==> config.mk <==
export PLATFORM = sky130hd
export DESIGN_NAME = fifo_page_pool_flat
export DESIGN_NICKNAME = d
export VERILOG_FILES = /design/src/fpp_pkg.sv /design/src/fpp_in_if.sv /design/src/fpp_out_if.sv /design/src/fpp_ctrl.sv /design/src/fpp_dp.sv /design/src/fifo_page_pool.sv /design/src/flat_wrapper.sv
export SDC_FILE = /design/constraint.sdc
export NUM_CORES = 1
export LEC_CHECK = 0
export BUFFER_PORTS_ARGS = -buffer_cell sky130_fd_sc_hd__buf_2
export CELL_PAD_IN_SITES_DETAIL_PLACEMENT = 0
export CELL_PAD_IN_SITES_GLOBAL_PLACEMENT = 2
export CORE_MARGIN = 3
export CORE_UTILIZATION = 51
export CTS_CLUSTER_SIZE = 14
export DETAILED_ROUTE_END_ITERATION = 10
export PLACE_DENSITY_LB_ADDON = 0.3
export SYNTH_ARGS = -nofsm -noshare
export SYNTH_HDL_FRONTEND = slang
export SYNTH_SLANG_ARGS = --single-unit
export TNS_END_PERCENT = 50
==> constraint.sdc <==
create_clock -name clk -period 14.9 [get_ports clk]
set_input_delay 2.98 -clock clk [delete_from_list [all_inputs] [get_ports clk]]
set_output_delay 2.98 -clock clk [all_outputs]
set_load 0.02 [all_outputs]
==> src/fpp_pkg.sv <==
// ----------------------------------------------------------------------------
// fpp_pkg
// shared types, constants and helpers of the fifo page pool
// ----------------------------------------------------------------------------
package fpp_pkg;

  localparam int POOL_DEPTH = 16;
  localparam int IDX_W      = (POOL_DEPTH > 1) ? $clog2(POOL_DEPTH) : 1;
  localparam int CNT_W      = $clog2(POOL_DEPTH + 1);
  localparam int CAP_W      = 5;
  localparam int CMP_W      = (CAP_W > CNT_W) ? CAP_W : CNT_W;
  localparam int OBJ_W      = 16;
  localparam int PAGE_W     = 16;
  localparam int FUNC_W     = 2;
  localparam int RCNT_W     = 5;
  localparam int MISS_W     = 32;
  localparam logic [CAP_W-1:0] CAP_RESET = CAP_W'(2);

  typedef enum logic [FUNC_W-1:0] {
    FN_ACCESS = 2'd0,
    FN_DELETE = 2'd1,
    FN_EMPTY  = 2'd2
  } func_t;

  typedef enum logic [1:0] {
    ST_IDLE,
    ST_SCAN,
    ST_FINISH
  } state_t;

  typedef struct packed {
    logic              mat;
    logic [OBJ_W-1:0]  obj;
    logic [PAGE_W-1:0] x;
    logic [PAGE_W-1:0] y;
  } pool_key_t;

  typedef struct packed {
    logic              hit;
    logic              evicted;
    pool_key_t         evk;
    logic [RCNT_W-1:0] removed_count;
    logic [RCNT_W-1:0] occupancy;
    logic [MISS_W-1:0] matrix_misses;
  } result_t;

  typedef struct packed {
    logic start;
    logic scan;
    logic commit;
  } cmd_t;

  typedef struct packed {
    logic scan_done;
    logic out_free;
  } status_t;

  function automatic logic [IDX_W-1:0] ring_add(input logic [IDX_W-1:0] base,
                                                input logic [CNT_W-1:0] off);
    logic [CNT_W:0] s;
    s = (CNT_W+1)'(base) + (CNT_W+1)'(off);
    if (s >= (CNT_W+1)'(POOL_DEPTH)) begin
      s = s - (CNT_W+1)'(POOL_DEPTH);
    end
    return s[IDX_W-1:0];
  endfunction

endpackage

==> src/fpp_in_if.sv <==
// ----------------------------------------------------------------------------
// fpp_in_if
// command channel of the fifo page pool
// ----------------------------------------------------------------------------
interface fpp_in_if;
  logic                        valid;
  logic                        ready;
  logic [fpp_pkg::FUNC_W-1:0]  func;
  logic                        is_matrix;
  logic [fpp_pkg::OBJ_W-1:0]   object_id;
  logic [fpp_pkg::PAGE_W-1:0]  page_x;
  logic [fpp_pkg::PAGE_W-1:0]  page_y;

  modport source (output valid, func, is_matrix, object_id, page_x, page_y,
                  input ready);
  modport sink   (input valid, func, is_matrix, object_id, page_x, page_y,
                  output ready);
endinterface

==> src/fpp_out_if.sv <==
// ----------------------------------------------------------------------------
// fpp_out_if
// result channel of the fifo page pool
// ----------------------------------------------------------------------------
interface fpp_out_if;
  logic                        valid;
  logic                        ready;
  logic                        hit;
  logic                        evicted;
  logic                        evict_is_matrix;
  logic [fpp_pkg::OBJ_W-1:0]   evict_object;
  logic [fpp_pkg::PAGE_W-1:0]  evict_x;
  logic [fpp_pkg::PAGE_W-1:0]  evict_y;
  logic [fpp_pkg::RCNT_W-1:0]  removed_count;
  logic [fpp_pkg::RCNT_W-1:0]  occupancy;
  logic [fpp_pkg::MISS_W-1:0]  matrix_misses;

  modport source (output valid, hit, evicted, evict_is_matrix, evict_object, evict_x,
                  evict_y, removed_count, occupancy, matrix_misses, input ready);
  modport sink   (input valid, hit, evicted, evict_is_matrix, evict_object, evict_x,
                  evict_y, removed_count, occupancy, matrix_misses, output ready);
endinterface

==> src/fpp_ctrl.sv <==
// ----------------------------------------------------------------------------
// fpp_ctrl
// controller: sequences accept, key scan and result commit
// ----------------------------------------------------------------------------
module fpp_ctrl (
  input  logic             clk,
  input  logic             rst_n,
  input  logic             in_valid,
  output logic             in_ready,
  input  fpp_pkg::status_t status,
  output fpp_pkg::cmd_t    cmd
);

  fpp_pkg::state_t state_r, state_nxt;

  always_ff @(posedge clk) begin
    if (!rst_n) begin
      state_r <= fpp_pkg::ST_IDLE;
    end else begin
      state_r <= state_nxt;
    end
  end

  always_comb begin
    state_nxt = state_r;
    in_ready  = 1'b0;
    cmd       = '0;
    case (state_r)
      fpp_pkg::ST_IDLE: begin
        in_ready  = 1'b1;
        cmd.start = in_valid;
        if (in_valid) begin
          state_nxt = fpp_pkg::ST_SCAN;
        end
      end
      fpp_pkg::ST_SCAN: begin
        cmd.scan = 1'b1;
        if (status.scan_done) begin
          state_nxt = fpp_pkg::ST_FINISH;
        end
      end
      fpp_pkg::ST_FINISH: begin
        if (status.out_free) begin
          cmd.commit = 1'b1;
          state_nxt  = fpp_pkg::ST_IDLE;
        end
      end
      default: begin
        state_nxt = fpp_pkg::ST_IDLE;
      end
    endcase
  end

endmodule

==> src/fpp_dp.sv <==
// ----------------------------------------------------------------------------
// fpp_dp
// datapath: ring-ordered key memory, scan and compaction, counters, result
// ----------------------------------------------------------------------------
module fpp_dp (
  input  logic                        clk,
  input  logic                        rst_n,
  input  fpp_pkg::cmd_t               cmd,
  output fpp_pkg::status_t            status,
  input  logic [fpp_pkg::FUNC_W-1:0]  in_func,
  input  fpp_pkg::pool_key_t          in_key,
  input  logic                        cfg_we,
  input  logic [fpp_pkg::CAP_W-1:0]   cfg_data,
  output logic                        out_valid,
  input  logic                        out_ready,
  output fpp_pkg::result_t            out_res
);

  fpp_pkg::pool_key_t mem [fpp_pkg::POOL_DEPTH];

  logic [fpp_pkg::FUNC_W-1:0] func_r;
  fpp_pkg::pool_key_t         key_r;
  fpp_pkg::pool_key_t         rdata_r;
  fpp_pkg::pool_key_t         evk_r;
  logic [fpp_pkg::IDX_W-1:0]  head_r;
  logic [fpp_pkg::CNT_W-1:0]  count_r;
  logic [fpp_pkg::CNT_W-1:0]  rd_off_r;
  logic [fpp_pkg::CNT_W-1:0]  pend_off_r;
  logic [fpp_pkg::CNT_W-1:0]  w_r;
  logic                       pend_r;
  logic                       hit_r;
  logic [fpp_pkg::MISS_W-1:0] miss_r;
  logic [fpp_pkg::CAP_W-1:0]  cap_r;
  logic                       out_valid_r;
  fpp_pkg::result_t           res_r;

  logic                       is_access, is_delete, needs_scan, issue;
  logic [fpp_pkg::IDX_W-1:0]  rd_addr;
  logic                       wr_en;
  logic [fpp_pkg::IDX_W-1:0]  wr_addr;
  fpp_pkg::pool_key_t         wr_data;
  logic [fpp_pkg::CMP_W-1:0]  eff_cap;
  logic                       miss, evict, append;
  logic [fpp_pkg::CNT_W-1:0]  count_nxt;
  logic [fpp_pkg::CNT_W-1:0]  removed;
  logic [fpp_pkg::MISS_W-1:0] miss_nxt;
  logic                       keep;

  assign is_access  = (func_r == fpp_pkg::FN_ACCESS);
  assign is_delete  = (func_r == fpp_pkg::FN_DELETE);
  assign needs_scan = is_access || is_delete;
  assign issue      = cmd.scan && needs_scan && (rd_off_r < count_r);
  assign rd_addr    = fpp_pkg::ring_add(head_r, rd_off_r);
  assign keep       = rdata_r.obj != key_r.obj;

  assign status.scan_done = !needs_scan || ((rd_off_r == count_r) && !pend_r);
  assign status.out_free  = !out_valid_r || out_ready;

  // effective capacity: zero acts as one, clipped to the pool depth
  always_comb begin
    eff_cap = fpp_pkg::CMP_W'(cap_r);
    if (cap_r == '0) begin
      eff_cap = fpp_pkg::CMP_W'(1);
    end else if (eff_cap > fpp_pkg::CMP_W'(fpp_pkg::POOL_DEPTH)) begin
      eff_cap = fpp_pkg::CMP_W'(fpp_pkg::POOL_DEPTH);
    end
  end

  always_comb begin
    miss      = is_access && !hit_r;
    evict     = miss && (fpp_pkg::CMP_W'(count_r) >= eff_cap) && (count_r != '0);
    count_nxt = count_r - fpp_pkg::CNT_W'(evict);
    append    = miss && (count_nxt < fpp_pkg::CNT_W'(fpp_pkg::POOL_DEPTH));
    removed   = '0;
    miss_nxt  = miss_r + fpp_pkg::MISS_W'(miss && key_r.mat);
    case (func_r)
      fpp_pkg::FN_ACCESS: begin
        count_nxt = count_nxt + fpp_pkg::CNT_W'(append);
      end
      fpp_pkg::FN_DELETE: begin
        count_nxt = w_r;
        removed   = count_r - w_r;
      end
      fpp_pkg::FN_EMPTY: begin
        count_nxt = '0;
        removed   = count_r;
      end
      default: begin
        count_nxt = count_r;
      end
    endcase
  end

  // memory write: compaction during delete, append at commit
  always_comb begin
    wr_en   = 1'b0;
    wr_addr = fpp_pkg::ring_add(head_r, w_r);
    wr_data = rdata_r;
    if (pend_r && is_delete && keep) begin
      wr_en = 1'b1;
    end else if (cmd.commit && append) begin
      wr_en   = 1'b1;
      wr_addr = fpp_pkg::ring_add(head_r, count_r);
      wr_data = key_r;
    end
  end

  always_ff @(posedge clk) begin
    if (wr_en) begin
      mem[wr_addr] <= wr_data;
    end
    if (issue) begin
      rdata_r <= mem[rd_addr];
    end
  end

  // payload registers
  always_ff @(posedge clk) begin
    if (cmd.start) begin
      func_r <= in_func;
      key_r  <= in_key;
    end
    if (issue) begin
      pend_off_r <= rd_off_r;
    end
    if (pend_r && is_access && (pend_off_r == '0)) begin
      evk_r <= rdata_r;
    end
    if (cmd.commit) begin
      res_r.hit           <= is_access && hit_r;
      res_r.evicted       <= evict;
      res_r.evk           <= evict ? evk_r : '0;
      res_r.removed_count <= fpp_pkg::RCNT_W'(removed);
      res_r.occupancy     <= fpp_pkg::RCNT_W'(count_nxt);
      res_r.matrix_misses <= miss_nxt;
    end
  end

  // control and architectural state
  always_ff @(posedge clk) begin
    if (!rst_n) begin
      head_r      <= '0;
      count_r     <= '0;
      miss_r      <= '0;
      cap_r       <= fpp_pkg::CAP_RESET;
      rd_off_r    <= '0;
      w_r         <= '0;
      pend_r      <= 1'b0;
      hit_r       <= 1'b0;
      out_valid_r <= 1'b0;
    end else begin
      if (cfg_we) begin
        cap_r <= cfg_data;
      end
      pend_r <= issue;
      if (cmd.start) begin
        rd_off_r <= '0;
        w_r      <= '0;
        hit_r    <= 1'b0;
      end else begin
        if (issue) begin
          rd_off_r <= rd_off_r + fpp_pkg::CNT_W'(1);
        end
        if (pend_r && is_access && (rdata_r == key_r)) begin
          hit_r <= 1'b1;
        end
        if (pend_r && is_delete && keep) begin
          w_r <= w_r + fpp_pkg::CNT_W'(1);
        end
      end
      if (cmd.commit) begin
        count_r <= count_nxt;
        miss_r  <= miss_nxt;
        if (evict) begin
          head_r <= fpp_pkg::ring_add(head_r, fpp_pkg::CNT_W'(1));
        end
      end
      if (cmd.commit) begin
        out_valid_r <= 1'b1;
      end else if (out_ready) begin
        out_valid_r <= 1'b0;
      end
    end
  end

  assign out_valid = out_valid_r;
  assign out_res   = res_r;

  a_count_bound: assert property (@(posedge clk) disable iff (!rst_n)
    count_r <= fpp_pkg::CNT_W'(fpp_pkg::POOL_DEPTH))
    else $error("pool occupancy beyond depth");

  a_compact_order: assert property (@(posedge clk) disable iff (!rst_n)
    pend_r |-> (w_r <= pend_off_r))
    else $error("compaction write index passed read index");

  a_commit_shows: assert property (@(posedge clk) disable iff (!rst_n)
    cmd.commit |=> out_valid_r)
    else $error("committed result not presented");

  a_scan_idle: assert property (@(posedge clk) disable iff (!rst_n)
    (issue || pend_r) |-> !cmd.commit)
    else $error("commit during key scan");

endmodule

==> src/fifo_page_pool.sv <==
// ----------------------------------------------------------------------------
// fifo_page_pool
// fully associative page pool with first-in, first-out replacement
//
//   port       dir   kind                 beat / write
//   in_chan    in    valid/ready channel  one command: access, delete, empty
//   out_chan   out   valid/ready channel  one result per command
//   cfg_*      in    write enable, data   capacity register
//
// an access or delete scans every stored key before its commit; the key memory has
// a single read port, one entry per cycle
// empty and unused commands skip the scan
// a new command is taken while the previous result waits in the output register;
// its commit then stalls until that register is free
// reset empties the pool, zeroes the miss count and sets capacity to 2; the key
// memory is not cleared
// ----------------------------------------------------------------------------
module fifo_page_pool (
  input  logic                       clk,
  input  logic                       rst_n,
  fpp_in_if.sink                     in_chan,
  fpp_out_if.source                  out_chan,
  input  logic                       cfg_wr_en,
  input  logic [fpp_pkg::CAP_W-1:0]  cfg_wr_data
);

  fpp_pkg::cmd_t      cmd;
  fpp_pkg::status_t   status;
  fpp_pkg::pool_key_t in_key;
  fpp_pkg::result_t   res;

  // table pages keep a zero second index
  assign in_key.mat = in_chan.is_matrix;
  assign in_key.obj = in_chan.object_id;
  assign in_key.x   = in_chan.page_x;
  assign in_key.y   = in_chan.is_matrix ? in_chan.page_y : '0;

  fpp_ctrl u_ctrl (
    .clk      (clk),
    .rst_n    (rst_n),
    .in_valid (in_chan.valid),
    .in_ready (in_chan.ready),
    .status   (status),
    .cmd      (cmd)
  );

  fpp_dp u_dp (
    .clk       (clk),
    .rst_n     (rst_n),
    .cmd       (cmd),
    .status    (status),
    .in_func   (in_chan.func),
    .in_key    (in_key),
    .cfg_we    (cfg_wr_en),
    .cfg_data  (cfg_wr_data),
    .out_valid (out_chan.valid),
    .out_ready (out_chan.ready),
    .out_res   (res)
  );

  assign out_chan.hit             = res.hit;
  assign out_chan.evicted         = res.evicted;
  assign out_chan.evict_is_matrix = res.evk.mat;
  assign out_chan.evict_object    = res.evk.obj;
  assign out_chan.evict_x         = res.evk.x;
  assign out_chan.evict_y         = res.evk.y;
  assign out_chan.removed_count   = res.removed_count;
  assign out_chan.occupancy       = res.occupancy;
  assign out_chan.matrix_misses   = res.matrix_misses;

endmodule

==> src/flat_wrapper.sv <==
// flat-port wrapper written by rule: the top's interface ports become plain ports
module fifo_page_pool_flat 
  (clk, rst_n, cfg_wr_en, cfg_wr_data, in_chan_valid, in_chan_func, in_chan_is_matrix, in_chan_object_id, in_chan_page_x, in_chan_page_y, in_chan_ready, out_chan_valid, out_chan_hit, out_chan_evicted, out_chan_evict_is_matrix, out_chan_evict_object, out_chan_evict_x, out_chan_evict_y, out_chan_removed_count, out_chan_occupancy, out_chan_matrix_misses, out_chan_ready);
  fpp_in_if in_chan_i ();
  fpp_out_if out_chan_i ();
  input  logic clk;
  input  logic rst_n;
  input  logic cfg_wr_en;
  input  logic [fpp_pkg::CAP_W-1:0] cfg_wr_data;
  input wire logic [$bits(in_chan_i.valid)-1:0] in_chan_valid;
  input wire logic [$bits(in_chan_i.func)-1:0] in_chan_func;
  input wire logic [$bits(in_chan_i.is_matrix)-1:0] in_chan_is_matrix;
  input wire logic [$bits(in_chan_i.object_id)-1:0] in_chan_object_id;
  input wire logic [$bits(in_chan_i.page_x)-1:0] in_chan_page_x;
  input wire logic [$bits(in_chan_i.page_y)-1:0] in_chan_page_y;
  output wire logic [$bits(in_chan_i.ready)-1:0] in_chan_ready;
  output wire logic [$bits(out_chan_i.valid)-1:0] out_chan_valid;
  output wire logic [$bits(out_chan_i.hit)-1:0] out_chan_hit;
  output wire logic [$bits(out_chan_i.evicted)-1:0] out_chan_evicted;
  output wire logic [$bits(out_chan_i.evict_is_matrix)-1:0] out_chan_evict_is_matrix;
  output wire logic [$bits(out_chan_i.evict_object)-1:0] out_chan_evict_object;
  output wire logic [$bits(out_chan_i.evict_x)-1:0] out_chan_evict_x;
  output wire logic [$bits(out_chan_i.evict_y)-1:0] out_chan_evict_y;
  output wire logic [$bits(out_chan_i.removed_count)-1:0] out_chan_removed_count;
  output wire logic [$bits(out_chan_i.occupancy)-1:0] out_chan_occupancy;
  output wire logic [$bits(out_chan_i.matrix_misses)-1:0] out_chan_matrix_misses;
  input wire logic [$bits(out_chan_i.ready)-1:0] out_chan_ready;
  assign in_chan_i.valid = in_chan_valid;
  assign in_chan_i.func = in_chan_func;
  assign in_chan_i.is_matrix = in_chan_is_matrix;
  assign in_chan_i.object_id = in_chan_object_id;
  assign in_chan_i.page_x = in_chan_page_x;
  assign in_chan_i.page_y = in_chan_page_y;
  assign in_chan_ready = in_chan_i.ready;
  assign out_chan_valid = out_chan_i.valid;
  assign out_chan_hit = out_chan_i.hit;
  assign out_chan_evicted = out_chan_i.evicted;
  assign out_chan_evict_is_matrix = out_chan_i.evict_is_matrix;
  assign out_chan_evict_object = out_chan_i.evict_object;
  assign out_chan_evict_x = out_chan_i.evict_x;
  assign out_chan_evict_y = out_chan_i.evict_y;
  assign out_chan_removed_count = out_chan_i.removed_count;
  assign out_chan_occupancy = out_chan_i.occupancy;
  assign out_chan_matrix_misses = out_chan_i.matrix_misses;
  assign out_chan_i.ready = out_chan_ready;
  fifo_page_pool u_core (.clk(clk), .rst_n(rst_n), .in_chan(in_chan_i), .out_chan(out_chan_i), .cfg_wr_en(cfg_wr_en), .cfg_wr_data(cfg_wr_data));
endmodule
# --- Word-level counts from Yosys, hierarchy flattened ---
# Memory sizes are Yosys's and may differ from the RTL's. A register that Yosys moved wholly into a read port is not among the register bits.
# Cells that the tools add are included.
# Widths: inputs -> output; s select.
op_classes:
  add_sub_neg: 14
  n_mul: 0
  n_div: 0
  order_cmp: 8
  eq_ne: 10
  shifts: 0
  muxes: 27
  bitwise_logic: 1
  reduce_logical: 31
op_table:
  columns: ["op", "count"]
  rows:
  - ["$mux 49", 2]
  - ["$eq 49x49->1", 1]
  - ["$add 32x1->32", 1]
  - ["$mux 4", 6]
  - ["$add 4x5->6", 3]
  - ["$ge 6x5->1 const B", 3]
  - ["$ne 16x16->1", 1]
  - ["$sub 4x1->4 const B", 4]
  - ["$logic_and 1x1->1", 15]
  - ["$pmux 5 s3", 1]
  - ["$mux 1", 11]
  - ["$add 5x1->5 const B", 2]
  - ["$logic_not 5->1", 2]
  - ["$mux 5", 2]
  - ["$pmux 5 s2", 1]
  - ["$mux 2", 3]
  - ["$pmux 2 s3", 1]
  - ["$add 4x1->5 const B", 1]
  - ["$add 5x1->5", 1]
  - ["$eq 5x5->1", 1]
  - ["$ge 5x5->1", 1]
  - ["$ge 5x5->1 const B", 1]
  - ["$gt 5x5->1 const B", 1]
  - ["$lt 5x5->1", 1]
  - ["other kinds (16)", 25]
word_totals:
  register_bits: 259
  latch_bits: 0
  ramBits: 784
  romBits: 0
  inputBits: 61
  out_inout_bits: 95
  word_cells: 121
  mem_count: 1
mem_list:
  columns: ["name", "words", "word_bits", "rd", "rd_clocked_by_memory_dff", "write_ports", "line_no", "text"]
  rows:
  - ["u_core.u_dp.mem", 16, 49, 1, 1, 1, "fpp_dp.sv:19", "fpp_pkg::pool_key_t mem [fpp_pkg::POOL_DEPTH];"]

# --- Longest topological paths before layout ---
# Gate-level depths: netlist of run 1.
logic_depth:
  word_depth: 14
  depth_mapped: 23
  depth_no_buf: 22

# --- Modules after synthesis ---
# From an unflattened synthesis of run 1, not the netlist that was laid out.
hier_totals:
  cells_unflattened: 2275
  area_unflattened_um2: 43160.1
by_module_without_submodules:
  columns: ["mod", "n_inst", "cells_each", "area_per_inst_um2", "seq_area_each_um2"]
  rows:
  - ["fpp_dp", 1, 2245, 42921.2, 32140.8]
  - ["fifo_page_pool", 1, 17, 126.4, 0.0]
  - ["fpp_ctrl", 1, 13, 112.6, 40.0]

# --- Worst setup path after synthesis of run 1 ---
# OpenSTA, ideal clock, no wires.
synth_timing:
  path_kind: "input to register"
  startpoint: "input port out_chan_ready"
  endpoint: "memory u_core.u_dp.mem[1][0] in the netlist's numbering, enable pin"
  setup_ns: 0.456
  arrival_time_ns: 6.347
  required_time_ns: 14.444
  path_slack_ns: 8.097
  stages: 9
  n_path_buf: 2
  cell_sequence: "nand2b_1 -> nand2b_1 -> buf_6 -> inv_2 -> and3_1 -> o21ai_1 -> buf_2 -> a31oi_1 -> nor2_1"
synth_between:
  elab_chain_cells: 8
  word_cells_on_any_way: 10
  classes_between: "8 x mux; 2 x reduce/logical"
synth_rtl:
  columns: ["item", "line_no", "text"]
  rows:
  - ["start: declaration", "flat_wrapper.sv:27", "input wire logic [$bits(out_chan_i.ready)-1:0] out_chan_ready;"]
  - ["$logic_or 1x1->1 *", "fpp_dp.sv:57", "assign status.out_free = !out_valid_r || out_ready;"]
  - ["$mux 1 *", "fpp_ctrl.sv:43", "if (status.out_free) begin"]
  - ["$mux 1 *", "fpp_ctrl.sv:28", "case (state_r)"]
  - ["$logic_and 1x1->1 *", "fpp_dp.sv:101", "end else if (cmd.commit && append) begin"]
  - ["$mux 1", "fpp_dp.sv:101", null]
  - ["$mux 1", "fpp_dp.sv:99", "if (pend_r && is_delete && keep) begin"]
  - ["$mux 1", "fpp_dp.sv:109", "if (wr_en) begin"]
  - ["$mux 1 (not written as such)", "fpp_dp.sv:110", "mem[wr_addr] <= wr_data;"]
  - ["end: declaration", "fpp_dp.sv:19", null]
# Every way passes the cells marked *; elsewhere a longest branch is shown, timed or not.

# --- Final worst setup path of run 1 ---
layout_timing:
  startpoint: "input port out_chan_ready"
  endpoint: "memory u_core.u_dp.mem[5][20] in the netlist's numbering, enable pin"
# Same word-level chain as after synthesis.

==> results of run 1 <==
-- area by class of cell --
cell class / count / area, um2
Tap cell: 1123 / 1410
Clock buffer: 123 / 2800
Clock inverter: 81 / 981
Sequential cell: 1092 / 32200
Fill cell: 6082 / 33900
Timing Repair Buffer: 190 / 1050
Inverter: 22 / 85.1
Multi-Input combinational cell: 1076 / 10500
-- power by group --
group	internal (mW)	switching, mW	total (mW)
Clock	1.70	1.16	2.86
Sequential	3.35	0.0178	3.37
Combinational	0.0439	0.0819	0.126
-- worst max-delay path by stage --
stage / to / slack [ns]
after floorplan: u_core.u_dp.mem[1][0] / 8.10
after global placement: u_core.u_dp.mem[1][25] / 7.61
after detailed placement: u_core.u_dp.mem[5][22] / 7.53
after CTS: u_core.u_dp.mem[5][31] / 8.16
after global routing: u_core.u_dp.mem[15][29] / 7.71
final: u_core.u_dp.mem[5][20] / 8.25
-- sequential cells by signal, indices dropped and copies added (netlist names) --
register	count
u_core.u_dp.mem	784
u_core.u_dp.out_res	93
u_core.u_dp.evk_r	49
u_core.u_dp.key_r	49
u_core.u_dp.rdata_r	49
u_core.u_dp.miss_r	32
u_core.u_dp.cap_r	5
u_core.u_dp.count_r	5
u_core.u_dp.pend_off_r	5
u_core.u_dp.rd_off_r	5
u_core.u_dp.w_r	5
u_core.u_dp.head_r	4
u_core.u_ctrl.state_r	2
u_core.u_dp.func_r	2
u_core.u_dp.hit_r	1
u_core.u_dp.out_valid	1
u_core.u_dp.pend_r	1
-- Yosys cell counts (all sizes together) (4+ instances only) --
cell type / instances
a211oi: 52
a21o: 6
a21oi: 34
a31oi: 55
and2: 121
and3: 4
and4: 4
buf: 31
clkbuf: 78
dfxtp: 61
edfxtp: 1031
fa: 4
ha: 36
inv: 22
mux2: 49
mux2i: 10
mux4: 196
nand2: 141
nand2b: 9
nand3: 21
nand4: 23
nor2: 88
nor2b: 6
nor3: 14
nor4: 11
o21a: 8
o21ai: 11
o31ai: 4
or2: 5
or3: 8
or4: 4
xnor2: 64
xor2: 66
-- layer usage --
| metal | vias to the layer above | track usage [%] | share of wire, % |
|---|---|---|---|
| met1 | 11197 | 30.2 | 42 |
| met5 | - | 0 | 0 |
| met4 | 0 | 6.75 | 2.5 |
| li1 | 9486 | - | - |
| met2 | 685 | 36.3 | 49 |
| met3 | 147 | 3.67 | 6.2 |
-- worst max-delay path: cells and delay by family --
kind	cells	cell delay (ns)
buf+inv	5	2.22
compound gates	2	0.88
simple gates	4	0.76
-- per-stage QoR --
stage	total power, mW	util (%)	std cells	hold slack [ns]	setup slack [ns]
final	6.36	59.1	3707	0.470	8.25
after global routing	6.56	59.1	3707	0.501	7.71
after CTS	6.42	59.1	3707	0.469	8.16
after detailed placement	3.56	54.6	3503	0.460	7.53
after global placement	3.56	54.6	3503	0.446	7.61
after floorplan	3.51	-	2299	0.441	8.10
-- kinds of logic (layout without fill, tap and decap cells) --
kind of cell    Yosys count  in the layout  synth area share (%)
simple gates            466            466                  5.51
xor+xnor                130            130                  2.65
compound gates          185            185                  2.83
flops                  1092           1092                  74.8
fa+ha+maj                40             40                  1.23
mux                     255            255                  11.8
buf+inv                 131            416                  1.25
==> impl_metrics.ini, run 1 <==
[clock_network]
clock_tree.buffer_depth = 3
cts_buffers = 109
clock_latency_ns = 0.68
cts.sinks = 1092
cts.clk_slew.worst_paths_ns = 0.06
cts_resized = 0
cts_setup_buffers = 0
clockRootBuffer = clkbuf_16
hold_buffers = 0
cts_tree = yes
htree_levels = 3

[yosys]
synth_warnings = 0
synth-seq-cells = 1092
synth_top_cell_area_share_pct = 71.9
syn_avg_cell_area_um2 = 18.7
syn-cell-area_mm2 = 0.0430
netlist_top_cells_area = edfxtp_1 (72%), mux4_2 (10%), dfxtp_1 (2.8%)
synth_largest_area_cell = edfxtp_1
synth_edf_count = 1031
netlist_instances = 2299
asyncSetResetFlopFracSynth_pct = 0
synth.distinct_cells = 58
seq_area_frac_synth_pct = 74.8
ys.flop_type = edfxtp_1
syn_nets = 2400

[timing]
rsz0062_at_grt = no
fin_skew_ns = 0.0280
worst_pin_slew_ns = 1.11
maxSlewViolCount = 0
setup_viol = 0
slew_headroom_pct = 25.9
min_period_ns = 6.65
fmax_mhz = 150
post-route-period-util_pct = 44.6
finalSetupTns_ns = 0
hold_viol_final = 0

[setup_path]
cp_slowest_cell = buf_4
cp-start-kind = input port
crit_fanout = 49
cp-end-kind = flip-flop
cpPeakStageDelay_ns = 0.77
cp_common_cell = buf_4
reg2reg_depth = 16
crit_chain = buf_2 > nand2b_1 > nand2b_1 > buf_4 > inv_4 > and3_1 > o21ai_4 > buf_4 > a31oi_1 > nor2_4 > buf_4
rrSetupSlack_ns = 8.26
reg2reg_from = u_core.u_dp.func_r[0]
crit_type = in2reg
required_ns = 15.18
cp-startpoint = out_chan_ready
cp_data_arrival_time_ns = 6.93
r2r_end = u_core.u_dp.mem[5][20]

[floorplanning]
core_area_mm2 = 0.0829
dieArea_mm2 = 0.0879
die_h_um = 297
die_w_um = 297
io_pins = 156
fp-row-count = 105
start_util_pct = 51.9

[detailed_routing]
vias = 21515
drc = 0
wirelength_mm = 94.9
ant_nets = 0
wl_per_cell_um = 25.6
viasPerCell = 5.80
drt_iter0_drc = 1663
first_pass_iters = 7

[global_route]
grt_pass1_vias = 22287
grt_overflow = 0
antenna_found_initial = 1
grt_pass1_wl_mm = 141
groute.usage.overall_pct = 21.9
grt_max_degree = 108

[place]
dpl.hpwl_mm = 49.9
globalplace.congestion = 0.799
io_buffers = 155
placed_area_mm2 = 0.0453

[finish]
final_common_cell = edfxtp_1
design_area_mm2 = 0.0490
final_nets = 2592
areaGrowthSynthToFinish_pct = 13.9
antenna-diode-count = 0
final_cell_mix = edfxtp_1 (1031), mux4_2 (196), buf_2 (155)
layout-drive-gt1-share_pct = 24.6

[pwr]
ir_worst_vdd_mv = 0.0936
power_density_mw_per_mm2 = 130
power_leakage_nw = 16.0

[worst_hold_path]
min_to = u_core.u_dp.miss_r[0]
worstHoldStart = u_core.u_dp.miss_r[0]
worstHoldPathType = reg2reg
min_path_cells = 2

[outcome]
outcome = completed

[run]
maxCapViolations = 0
(Power assumes the default switching activity.)
==> run 2: changes to the inputs <==
CORE_UTILIZATION = 48   (was 51)
clock period = 6.7 ns   (was 14.9 ns; I/O delays follow)
==> impl_metrics.ini, run 2 (synthesis results as in run 1) <==
[clock_network]
cts_setup_buffers = 0
cts_resized = 0
clock_latency_ns = 0.67
cts.sinks = 1092
cts_tree = yes
clock_tree.buffer_depth = 3
htree_levels = 3
clockRootBuffer = clkbuf_16
cts_buffers = 111
hold_buffers = 0
cts.clk_slew.worst_paths_ns = 0.06

[place]
globalplace.congestion = 0.806
io_buffers = 155
dpl.hpwl_mm = 54.7
dp_cells = 3550
preCtsSetupSlack_ns = 1.30

[timing]
setup_viol = 0
setup_ws_ns = 1.29
finalSetupTns_ns = 0
fmax_mhz = 185
rsz0062_at_grt = no
min_period_ns = 5.41
slew_headroom_pct = 29.1
post-route-period-util_pct = 80.7
fin_skew_ns = 0.0381
worst_pin_slew_ns = 1.06
hold_viol_final = 0
hold_ws_ns = 0.465
maxSlewViolCount = 0

[finish]
areaGrowthSynthToFinish_pct = 14.3
final_cell_mix = edfxtp_1 (1031), mux4_2 (196), buf_2 (155)
layout-drive-gt1-share_pct = 24.4
final_nets = 2599
final_common_cell = edfxtp_1
largest_register_ffs = 784
largest_register = u_core.u_dp.mem
stdcell_count = 3754
antenna-diode-count = 0

[setup_path]
reg2reg_depth = 14
required_ns = 7.02
cp-end-kind = flip-flop
cp_data_arrival_time_ns = 5.72
reg2reg_from = u_core.u_dp.func_r[1]
crit_type = reg2reg
cp-start-kind = flip-flop
rrSetupSlack_ns = 1.29
cp-startpoint = u_core.u_dp.func_r[1]
crit_fanout = 24
r2r_end = u_core.u_dp.mem[11][0]

[global_route]
groute.usage.overall_pct = 20.8
grt_pass1_vias = 22612
grt_overflow = 0
grt_max_degree = 73
antenna_found_initial = 0
grt_pass1_wl_mm = 145

[detailed_routing]
first_pass_iters = 5
ant_nets = 0
vias = 21375
wl_per_cell_um = 25.5
drt_iter0_drc = 1667
drc = 0
wirelength_mm = 95.6
viasPerCell = 5.69

[floorplanning]
dieArea_mm2 = 0.0933
start_util_pct = 48.6
core_area_mm2 = 0.0886
die_w_um = 305
fp-row-count = 109
io_pins = 156
die_h_um = 305

[outcome]
outcome = completed

[pwr]
finalPower_mw = 14.1
power_density_mw_per_mm2 = 286
ir_worst_vdd_mv = 0.196
power_leakage_nw = 16.1

[run]
maxCapViolations = 0

[worst_hold_path]
min_path_cells = 2
worstHoldStart = u_core.u_dp.miss_r[0]
worstHoldPathType = reg2reg
min_to = u_core.u_dp.miss_r[0]
## run 2: changes by cell type in the layout (fill, tap and decap cells not counted), moves of 2 or more
cell	previous run	this run
clkinv_1	22	20
bufinv_16	20	17
clkbuf_1	13	22
clkinv_2	24	19
clkbuf_8	0	7
buf_12	1	9
clkinvlp_4	6	2
buf_4	34	31
## run 2: per-layer routing
layer	global-route usage, %	up-vias	part of all wire, %
li1	-	9511	-
met1	28.0	11096	42
met2	35.2	623	50
met3	3.13	145	5.1
met4	6.87	0	2.8
met5	0	-	0
## run 2: cell type report
class                   instances  area, um2
multi-input cells            1076      10500
flip-flops and latches       1092      32200
fillers                      6817      39500
inverters                      22       85.1
well taps                    1165       1460
clock buffers                 140       2960
repair buffers                195       1190
clock inverters                64        796
## run 2: where the power goes
group / internal [mW] / total (mW) / switching (mW)
combinational: 0.0994 / 0.289 / 0.189
sequential: 7.46 / 7.49 / 0.0369
clock: 3.77 / 6.30 / 2.52
total: 11.3 / 14.1 / 2.75
## run 2: worst max path at each step
stage	endpoint	slack [ns]	cells past startpoint
2_1_floorplan	u_core.u_dp.mem[1][0]	0.81	19
3_3_place_gp	u_core.u_dp.mem[11][25]	1.39	18
3_5_place_dp	u_core.u_dp.mem[11][25]	1.30	14
4_1_cts	u_core.u_dp.mem[0][41]	1.28	14
5_1_grt	u_core.u_dp.mem[0][37]	0.86	14
6_report	u_core.u_dp.mem[11][0]	1.29	14
## run 2: critical path, stage by stage (launching register included)
cell and delay [ns]:
edfxtp_1 0.42, inv_1 0.11, ha_1 0.40, nor2b_1 0.35, o21ai_0 0.31, nor2_4 0.16
ha_1 0.17, ha_1 0.26, nor3b_1 0.26, xnor2_1 0.13, and3_1 0.29, o21ai_4 0.40
a31oi_1 0.58, nor2_4 0.77, buf_4 0.43
## run 2: metrics by stage
step	util, %	cell area [um2]
CTS	55.5	49200
finish	55.5	49200
global placement	51.3	45400
floorplan	-	43000
detailed placement	51.3	45400
global route	55.5	49200
